### src/design/bpe_pkg.sv
// shared types and header constants for the bmp pixel extractor
`default_nettype none

package bpe_pkg;

    localparam int unsigned BYTE_W     = 8;
    localparam int unsigned POS_W      = 32;
    localparam int unsigned ROW_CNT_W  = 34;
    localparam int unsigned PAD_W      = 2;

    // header field positions (little-endian, four bytes each)
    localparam logic [POS_W-1:0] OFFSET_POS   = 32'd10;
    localparam logic [POS_W-1:0] WIDTH_POS    = 32'd18;
    localparam logic [POS_W-1:0] HEIGHT_POS   = 32'd22;
    localparam logic [POS_W-1:0] HEADER_BYTES = 32'd26;
    localparam logic [POS_W-1:0] FIELD_BYTES  = 32'd4;
    localparam logic [POS_W-1:0] POS_MAX      = '1;

    typedef struct packed {
        logic [BYTE_W-1:0] file_byte;
        logic              start_of_file;
    } item_t;

    typedef struct packed {
        logic [BYTE_W-1:0] pixel_byte;
        logic              row_end;
        logic              image_end;
    } result_t;

endpackage

`default_nettype wire

### src/design/bpe_in_reg.sv
// input register holding one file byte until the parser takes it
`default_nettype none

module bpe_in_reg (
    input  wire            clk,
    input  wire            rst_n,
    input  wire            item_valid,
    output logic           item_ready,
    input  bpe_pkg::item_t item,
    input  wire            advance,
    output logic           held_valid,
    output bpe_pkg::item_t held_item
);
    import bpe_pkg::*;

    logic  valid_reg;
    item_t item_reg;

    assign item_ready = !valid_reg || advance;
    assign held_valid = valid_reg;
    assign held_item  = item_reg;

    always_ff @(posedge clk or negedge rst_n)
    begin
        if (!rst_n)
        begin
            valid_reg <= 1'b0;
        end
        else if (item_valid && item_ready)
        begin
            valid_reg <= 1'b1;
        end
        else if (advance)
        begin
            valid_reg <= 1'b0;
        end
    end

    always_ff @(posedge clk)
    begin
        if (item_valid && item_ready)
        begin
            item_reg <= item;
        end
    end

endmodule

`default_nettype wire

### src/design/bpe_parser.sv
// header capture, offset skip, row and padding counters for one byte per cycle while the result register has room
`default_nettype none

module bpe_parser (
    input  wire              clk,
    input  wire              rst_n,
    input  wire              advance,
    input  bpe_pkg::item_t   item,
    output logic             result_valid,
    output bpe_pkg::result_t result
);
    import bpe_pkg::*;

    logic [POS_W-1:0]     byte_position_reg, byte_position_next;
    logic [POS_W-1:0]     data_offset_reg, data_offset_next;
    logic [POS_W-1:0]     image_width_reg, image_width_next;
    logic [POS_W-1:0]     image_height_reg, image_height_next;
    logic [ROW_CNT_W-1:0] row_byte_count_reg, row_byte_count_next;
    logic [ROW_CNT_W-1:0] row_last_reg, row_last_next;
    logic [POS_W-1:0]     row_index_reg, row_index_next;
    logic [POS_W-1:0]     height_last_reg, height_last_next;
    logic [PAD_W-1:0]     pad_remaining_reg, pad_remaining_next;
    logic                 image_done_reg, image_done_next;

    logic [POS_W-1:0] pos;
    logic [1:0]       lane;
    logic [4:0]       lane_bit;
    logic             last_in_row;
    logic             last_row;

    assign pos      = byte_position_reg;
    assign lane     = pos[1:0] - OFFSET_POS[1:0];
    assign lane_bit = {lane, 3'b000};

    // counters never pass their last value, so equality marks the end
    assign last_in_row = (row_byte_count_reg == row_last_reg);
    assign last_row    = (row_index_reg == height_last_reg);

    always_comb
    begin
        byte_position_next  = byte_position_reg;
        data_offset_next    = data_offset_reg;
        image_width_next    = image_width_reg;
        image_height_next   = image_height_reg;
        row_byte_count_next = row_byte_count_reg;
        row_index_next      = row_index_reg;
        pad_remaining_next  = pad_remaining_reg;
        image_done_next     = image_done_reg;
        result_valid        = 1'b0;
        result.pixel_byte   = item.file_byte;
        result.row_end      = 1'b0;
        result.image_end    = 1'b0;

        if (item.start_of_file)
        begin
            // restart: this byte is position 0, which captures nothing
            byte_position_next  = 32'd1;
            data_offset_next    = '0;
            image_width_next    = '0;
            image_height_next   = '0;
            row_byte_count_next = '0;
            row_index_next      = '0;
            pad_remaining_next  = '0;
            image_done_next     = 1'b0;
        end
        else
        begin
            if (pos != POS_MAX)
            begin
                byte_position_next = pos + 32'd1;
            end

            if (pos < HEADER_BYTES)
            begin
                if (pos >= OFFSET_POS && pos < OFFSET_POS + FIELD_BYTES)
                begin
                    data_offset_next[lane_bit +: BYTE_W] = item.file_byte;
                end
                else if (pos >= WIDTH_POS && pos < WIDTH_POS + FIELD_BYTES)
                begin
                    image_width_next[lane_bit +: BYTE_W] = item.file_byte;
                end
                else if (pos >= HEIGHT_POS && pos < HEIGHT_POS + FIELD_BYTES)
                begin
                    image_height_next[lane_bit +: BYTE_W] = item.file_byte;
                end
            end
            else if (pos >= data_offset_reg && !image_done_reg
                     && image_width_reg != '0 && image_height_reg != '0)
            begin
                if (pad_remaining_reg != '0)
                begin
                    pad_remaining_next = pad_remaining_reg - 2'd1;
                end
                else
                begin
                    result_valid = 1'b1;
                    if (last_in_row)
                    begin
                        result.row_end      = 1'b1;
                        row_byte_count_next = '0;
                        row_index_next      = row_index_reg + 32'd1;
                        if (last_row)
                        begin
                            result.image_end = 1'b1;
                            image_done_next  = 1'b1;
                        end
                        else
                        begin
                            // row of 3*w bytes needs (-3w) mod 4 = w mod 4 pad bytes
                            pad_remaining_next = image_width_reg[PAD_W-1:0];
                        end
                    end
                    else
                    begin
                        row_byte_count_next = row_byte_count_reg + 34'd1;
                    end
                end
            end
        end

        // derived limits follow the captured fields with no lag
        row_last_next    = {1'b0, image_width_next, 1'b0}
                           + {2'b00, image_width_next} - 34'd1;
        height_last_next = image_height_next - 32'd1;
    end

    always_ff @(posedge clk or negedge rst_n)
    begin
        if (!rst_n)
        begin
            byte_position_reg  <= '0;
            data_offset_reg    <= '0;
            image_width_reg    <= '0;
            image_height_reg   <= '0;
            row_byte_count_reg <= '0;
            row_last_reg       <= '1;
            row_index_reg      <= '0;
            height_last_reg    <= '1;
            pad_remaining_reg  <= '0;
            image_done_reg     <= 1'b0;
        end
        else if (advance)
        begin
            byte_position_reg  <= byte_position_next;
            data_offset_reg    <= data_offset_next;
            image_width_reg    <= image_width_next;
            image_height_reg   <= image_height_next;
            row_byte_count_reg <= row_byte_count_next;
            row_last_reg       <= row_last_next;
            row_index_reg      <= row_index_next;
            height_last_reg    <= height_last_next;
            pad_remaining_reg  <= pad_remaining_next;
            image_done_reg     <= image_done_next;
        end
    end

endmodule

`default_nettype wire

### src/design/bpe_out_reg.sv
// result register on the pixel side
`default_nettype none

module bpe_out_reg (
    input  wire              clk,
    input  wire              rst_n,
    input  wire              load,
    input  bpe_pkg::result_t result,
    output logic             can_load,
    output logic             pixel_valid,
    input  wire              pixel_ready,
    output bpe_pkg::result_t held_result
);
    import bpe_pkg::*;

    logic    valid_reg;
    result_t result_reg;

    assign can_load    = !valid_reg || pixel_ready;
    assign pixel_valid = valid_reg;
    assign held_result = result_reg;

    always_ff @(posedge clk or negedge rst_n)
    begin
        if (!rst_n)
        begin
            valid_reg <= 1'b0;
        end
        else if (load)
        begin
            valid_reg <= 1'b1;
        end
        else if (pixel_ready)
        begin
            valid_reg <= 1'b0;
        end
    end

    always_ff @(posedge clk)
    begin
        if (load)
        begin
            result_reg <= result;
        end
    end

endmodule

`default_nettype wire

### src/design/bmp24_pixel_extractor.sv
// bmp 24-bit pixel extractor: one file byte in, at most one pixel byte out
// a byte is held in the input register, stepped through the parser and registered in the result register
// throughput: one byte per cycle, limited by the single state update per byte
// a waiting result stalls the parser; one more byte then waits in the input register
// rst_n clears all parse state; the first byte after reset is file position 0
`default_nettype none

module bmp24_pixel_extractor (
    input  wire        clk,
    input  wire        rst_n,
    input  wire        item_valid,
    output logic       item_ready,
    input  wire  [7:0] file_byte,
    input  wire        start_of_file,
    output logic       pixel_valid,
    input  wire        pixel_ready,
    output logic [7:0] pixel_byte,
    output logic       row_end,
    output logic       image_end
);
    import bpe_pkg::*;

    item_t   in_item;
    item_t   held_item;
    result_t step_result;
    result_t out_result;
    logic    held_valid;
    logic    step_valid;
    logic    can_load;
    logic    advance;
    logic    load;

    assign in_item.file_byte     = file_byte;
    assign in_item.start_of_file = start_of_file;

    // a byte steps through the parser when the result register has room
    assign advance = held_valid && can_load;
    assign load    = advance && step_valid;

    bpe_in_reg u_in_reg (
        .clk        (clk),
        .rst_n      (rst_n),
        .item_valid (item_valid),
        .item_ready (item_ready),
        .item       (in_item),
        .advance    (advance),
        .held_valid (held_valid),
        .held_item  (held_item)
    );

    bpe_parser u_parser (
        .clk          (clk),
        .rst_n        (rst_n),
        .advance      (advance),
        .item         (held_item),
        .result_valid (step_valid),
        .result       (step_result)
    );

    bpe_out_reg u_out_reg (
        .clk         (clk),
        .rst_n       (rst_n),
        .load        (load),
        .result      (step_result),
        .can_load    (can_load),
        .pixel_valid (pixel_valid),
        .pixel_ready (pixel_ready),
        .held_result (out_result)
    );

    assign pixel_byte = out_result.pixel_byte;
    assign row_end    = out_result.row_end;
    assign image_end  = out_result.image_end;

    // the end of the image always closes a row
    assert property (@(posedge clk) disable iff (!rst_n)
        pixel_valid && image_end |-> row_end)
        else $error("image_end without row_end");

    // a waiting result is never overwritten
    assert property (@(posedge clk) disable iff (!rst_n)
        pixel_valid && !pixel_ready |-> !load)
        else $error("result register overwritten");

    // a held byte is never dropped without passing the parser
    assert property (@(posedge clk) disable iff (!rst_n)
        held_valid && !advance |=> held_valid)
        else $error("input byte lost");

endmodule

`default_nettype wire

### config.mk
export PLATFORM = sky130hd
export DESIGN_NAME = bmp24_pixel_extractor
export DESIGN_NICKNAME = d
export VERILOG_FILES = /design/src/design/bpe_pkg.sv /design/src/design/bpe_in_reg.sv /design/src/design/bpe_parser.sv /design/src/design/bpe_out_reg.sv /design/src/design/bmp24_pixel_extractor.sv
export SDC_FILE = /design/constraint.sdc
export NUM_CORES = 1
export LEC_CHECK = 0
export ABC_AREA = 1
export BUFFER_PORTS_ARGS = -buffer_cell sky130_fd_sc_hd__buf_2
export CAP_MARGIN = 20
export CORE_UTILIZATION = 43
export CTS_CLUSTER_SIZE = 20
export DETAILED_ROUTE_END_ITERATION = 16
export REMOVE_ABC_BUFFERS = 1
export SYNTH_ARGS = -nofsm -noshare
export SYNTH_HDL_FRONTEND = slang
export SYNTH_SLANG_ARGS = --single-unit
export TNS_END_PERCENT = 5
### constraint.sdc
create_clock -name clk -period 11.6 [get_ports clk]
set_clock_uncertainty 0.15 [all_clocks]
set_input_delay 2.32 -clock clk [delete_from_list [all_inputs] [get_ports clk]]
set_output_delay 2.32 -clock clk [all_outputs]
set_load 0.03 [all_outputs]
-- Word-level counts from Yosys, hierarchy flattened
Cells that the tools add are included.
- word-level logic and storage cells: 126
- output and inout bits: 12
- register bits: 284
- input port bits: 13
- equal/unequal tests: 6
- multiplexer cells: 49
- bitwise logic cells: 2
- reductions and logical operators: 34
- shifts and indexed selects: 2
- add/sub/neg operators: 9
- order comparisons: 7
- operators with widths (cell ; number):
    $mux W32 ; 19
    $mux W34 ; 5
    $bwmux W32 ; 3
    $add A32 B1 Y32 const B ; 2
    $ge A32 B5 Y1 const B ; 2
    $lt A32 B5 Y1 const B ; 2
    $reduce_bool A32 Y1 ; 2
    $add A33 B32 Y34 ; 1
    $add A34 B1 Y34 const B ; 1
    $eq A34 B34 Y1 ; 1
    $sub A34 B1 Y34 const B ; 1
    $eq A32 B32 Y1 ; 1
    $ge A32 B32 Y1 ; 1
    $ge A32 B4 Y1 const B ; 1
    $lt A32 B4 Y1 const B ; 1
    $ne A32 B32 Y1 const B ; 1
    $shift A8 B7 Y32 const A ; 1
    $shiftx A8 B7 Y32 ; 1
    $sub A32 B1 Y32 const B ; 1
    $reduce_bool A2 Y1 ; 9
    $mux W1 ; 15
    $mux W2 ; 7
    $reduce_and A5 Y1 ; 2
    $logic_and A1 B1 Y1 ; 9
    15 further kinds ; 20

-- Logic depth before layout (Yosys ltp)
- depth after elaboration: 10
- mapped depth: 27
- mapped depth without buffers: 26

-- By module
From an unflattened synthesis, not the netlist that was laid out.
- cell total of the unflattened synthesis: 2794
- area, all modules: 20149.3 um2
- modules (own cells, without submodules) (module ; instances ; sequential area each (um2) ; area an instance (um2) ; cells an instance):
    bpe_parser ; 1 ; 6663.9 ; 19471.2 ; 2760
    bpe_out_reg ; 1 ; 325.3 ; 345.3 ; 15
    bpe_in_reg ; 1 ; 295.3 ; 315.3 ; 15
    bmp24_pixel_extractor ; 1 ; 0.0 ; 17.5 ; 4

-- Worst setup path after synthesis
OpenSTA, ideal clock, no wires.
- kind: input port to output port
- from: in pixel_ready
- to: out item_ready
- data arrival time: 2.642 ns
- data required time: 9.130 ns
- path slack: 6.488 ns
- path buffers: 0
- stages: 2
- path through: inv_1 nand3_1
- cells in the longest elaborated chain, start to end: 3
- RTL lines (element ; line ; source):
    start: declaration ; bmp24_pixel_extractor.sv:16 ; input wire pixel_ready,
    $logic_or A1 B1 Y1 ; bpe_out_reg.sv:19 ; assign can_load = !valid_reg || pixel_ready;
    $logic_and A1 B1 Y1 ; bmp24_pixel_extractor.sv:37 ; assign advance = held_valid && can_load;
    $logic_or A1 B1 Y1 ; bpe_in_reg.sv:19 ; assign item_ready = !valid_reg || advance;
    end: declaration ; bmp24_pixel_extractor.sv:12 ; output logic item_ready,
Every way passes these cells.

-- Worst setup path in the final report
- from: reg u_parser.byte_position_reg[0]
- to: reg u_parser.row_last_reg[32]
- cells in the longest elaborated chain, start to end: 10
- elaborated cells between the ends (all ways): 18
- those cells by class: 4 x add/sub; 5 x order compare; 2 x shift; 5 x mux; 2 x reduce/logical
- RTL lines (element ; line ; source):
    start: declaration ; bpe_parser.sv:14 ; logic [POS_W-1:0] byte_position_reg, byte_position_next;
    start signal: assignment ; bpe_parser.sv:145 ; byte_position_reg <= byte_position_next;
    $sub A2 B2 Y2 ; bpe_parser.sv:32 ; assign lane = pos[1:0] - OFFSET_POS[1:0];
    $neg A5 Y7 ; bpe_parser.sv:81 ; image_width_next[lane_bit +: BYTE_W] = item.file_byte;
    $shiftx A8 B7 Y32 or $shift A8 B7 Y32 (tied branches) ; bpe_parser.sv:81 ;
    $bwmux W32 ; bpe_parser.sv:81 ;
    $mux W32 ; bpe_parser.sv:79 ; else if (pos >= WIDTH_POS && pos < WIDTH_POS + FIELD_BYTES)
    $mux W32 ; bpe_parser.sv:75 ; if (pos >= OFFSET_POS && pos < OFFSET_POS + FIELD_BYTES)
    $mux W32 * ; bpe_parser.sv:73 ; if (pos < HEADER_BYTES)
    $mux W32 * ; bpe_parser.sv:54 ; if (item.start_of_file)
    $add A33 B32 Y34 * ; bpe_parser.sv:124 ; + {2'b00, image_width_next} - 34'd1;
    $sub A34 B1 Y34 * ; bpe_parser.sv:124 ;
    end signal: assignment ; bpe_parser.sv:150 ; row_last_reg <= row_last_next;
    end: declaration ; bpe_parser.sv:19 ; logic [ROW_CNT_W-1:0] row_last_reg, row_last_next;
Mark *: on every way between the ends. The rest lies on a longest branch, timed or not.
A chain may end at the register's enable or synchronous reset.

==> qor.txt <==
Yosys top cell area share = 24.3%
delay of the slowest critical-path stage = 0.74 ns
Least-Margin Pin Slew = 1.05 ns
startpoint types = flop
final antenna-violating net count = 0
routability cong. = 0.932
CTS resizes = 0
flip-flop and latch area = 7280 sq um
Iteration-0 DRC Markers = 1721
Netlist cell types = 61
Port Buffer Count = 24
Avg WL per Cell = 18.6 um
setup bufs post-CTS = 0
CTS tree = built
routed vias = 19300
Ys Warns = 0
clk sinks = 284
#FFs+latches synth = 284
share of cells above drive strength 1 = 9.13%
top_reg_cell synth = dfrtp_1
Setup WS post-layout = 6.17 ns
Critical-path top delay cell = dfrtp_1
crit-path max FO = 20
flop-to-flop setup slack = 6.17 ns
critical path launch point = u_parser.byte_position_reg[0]
Max Fclk = 0.184 GHz
Die Area = 48600 sq um
Fill cells = 4786
initial antenna violation count = 4
multi-input logic area = 11600 sq um
cell area after synthesis = 20500 sq um
post-DP HPWL = 49800 um
Top Ports = 25
Hold Crit Start = u_in_reg.held_item[6]
Rel. slew slack = 29.9%
total global-route track usage = 27.3%
nets = 2988
vias in the first global route = 18300
syn_area_per_cell = 7.09 sq um
RSZ-0062 raised after global routing = false
Max Root-Sink Buffers = 3
ranking of synthesized cells by area = dfrtp_1, nand2_1, dfstp_2, ha_1, o21ai_0
die height = 220 um
commonest non-fill, non-tap cell in the layout = nand2_1
Pwr Total = 0.00271 W
Final min period = 5.43 ns
total gr overflow = 0
Pre-antenna DRT Iters = 7
Final Max Slew Viols = 0
ys async rst share = 93.3%
TritonCTS Buffers = 37
hold buffers post-CTS = 0
status = complete, no violations
DR DRC count = 0
clk root buf = clkbuf_16
Seq/Total Area, Yosys = 35.5%
setup TNS = 0 ns
pre-CTS WS = 6.16 ns
worst r2r src = u_parser.byte_position_reg[0]
Site Rows = 79
clk_lat worst skew = 0.54 ns
crit-path cells = clkinv_1, ha_1, nor2_1, nand2_1, nand2_1, o21ai_0, nand2_1, o211ai_1, ha_1, inv_1, ha_1, a21oi_1, o21ai_0, a21oi_1, nor2_1, a211oi_1, nand2_1, nand2_1, nand3_1, nand2_1
most used cell, CP = nand2_1
H-tree lvl count = 2
Hold WC Path Type = flop to flop
Hold WS = 0.318 ns
Max VDD drop = 0.108 mV
count of final hold-check violations = 0
Final period util = 46.8%
Synth area leader = dfrtp_1
most frequent cells in the layout = nand2_1, inv_1, nor2_1
final WL = 65200 um
final setup fails = 0
Syn Inst Count = 2896
P_leak = 10.3 nW
clock-pin slew on the worst setup and hold paths = 0.06 ns
pin count of the biggest net entering global routing = 91
Crit path arrival time = 5.76 ns
PwrDens = 121 nW/um^2
detailed-route vias per instance = 5.49
worst endpoint required time = 11.93 ns
DIE WIDTH = 220 um
Core ar. = 46900 sq um
Worst setup EP type = flop
post-layout util = 47.7%
number of synthesized flops with an enable pin = 19
total of max-cap violations = 0
first-pass GRT wire length = 103000 um
Crit Path Category = flop to flop
Area growth syn-to-layout = 8.91%
Starting Density = 43.8%
[worst max-delay path: cells and delay by family (launching register included)]
family,cells,cell delay [ns]
AOI/OAI and AO/OA,6,1.35
buffers and inverters,2,0.54
adders and majority gates,3,1.28
DFF,1,0.74
and+or+nand+nor,9,1.31
[cell type report]
class / instances / area share [%]
Sequential cell: 284 / 32.6
Inverter: 332 / 5.59
Multi-Input combinational cell: 2185 / 51.9
Timing Repair Buffer: 35 / 0.985
Clock buffer: 52 / 4.62
Antenna cell: 2 / 0.0224
Tap cell: 607 / 3.40
Clock inverter: 13 / 0.912
[stage by stage]
step / std cells / cell area [sq um]
floorplan: 2801 / 20100
global placement: 3440 / 21100
detailed placement: 3441 / 21100
CTS: 3506 / 22300
global route: 3508 / 22400
finish: 3510 / 22400
[synth_stat cells (9+ instances only)]
master / number
nand2_1: 820
inv_1: 315
nor2_1: 248
o21ai_0: 240
dfrtp_1: 199
nand3_1: 165
ha_1: 99
a21oi_1: 87
xnor2_1: 69
nor3_1: 68
dfstp_2: 66
clkbuf_1: 64
xor2_1: 59
nor4_1: 54
nand4_1: 53
or2_2: 37
o211ai_1: 27
edfxtp_1: 19
buf_2: 16
o21a_1: 16
inv_2: 13
nand3b_1: 13
nand3_2: 12
nand2_2: 11
o21ai_1: 10
a211oi_1: 9
buf_1: 9
nor2_4: 9
o22ai_1: 9
o31ai_1: 9
[routing by layer]
layer	vias to the layer above	wire [um]	track usage (%)
met5	-	12	0
met4	2	2620	10.7
met3	157	3880	3.60
met2	593	29700	44.6
met1	9051	29000	36.6
li1	9468	-	-
[power by group]
group,switching [W],total [W],internal [W]
Clock,0.000458,0.00119,0.000733
Sequential,0.0000546,0.00113,0.00108
Combinational,0.000278,0.000389,0.000111
Total,0.000790,0.00271,0.00192
[path summary, 6_finish.rpt]
path	cells after the start	end
setup / recovery	20	u_parser.row_last_reg[32]
hold / removal	0	u_out_reg.held_result[7]
setup reg to reg	20	u_parser.row_last_reg[32]
hold reg to reg	0	u_out_reg.held_result[7]
max in group asynchronous	3	u_parser.row_byte_count_reg[28]
min in group asynchronous	1	u_parser.byte_position_reg[21]
[cells by family (layout without fill, tap and decap cells)]
family	count (synthesis)	count (layout)	synth area share, %
adder cells (fa/ha/maj)	100	100	6.13
AND/OR/NAND/NOR	1522	1522	33.0
other	0	2	0
XOR/XNOR	128	128	5.46
buffers and inverters	427	432	8.05
AO/OA/AOI/OAI	434	434	11.8
flip-flops	284	284	35.5
multiplexers	1	1	0.0488
(Power assumes the default switching activity.)
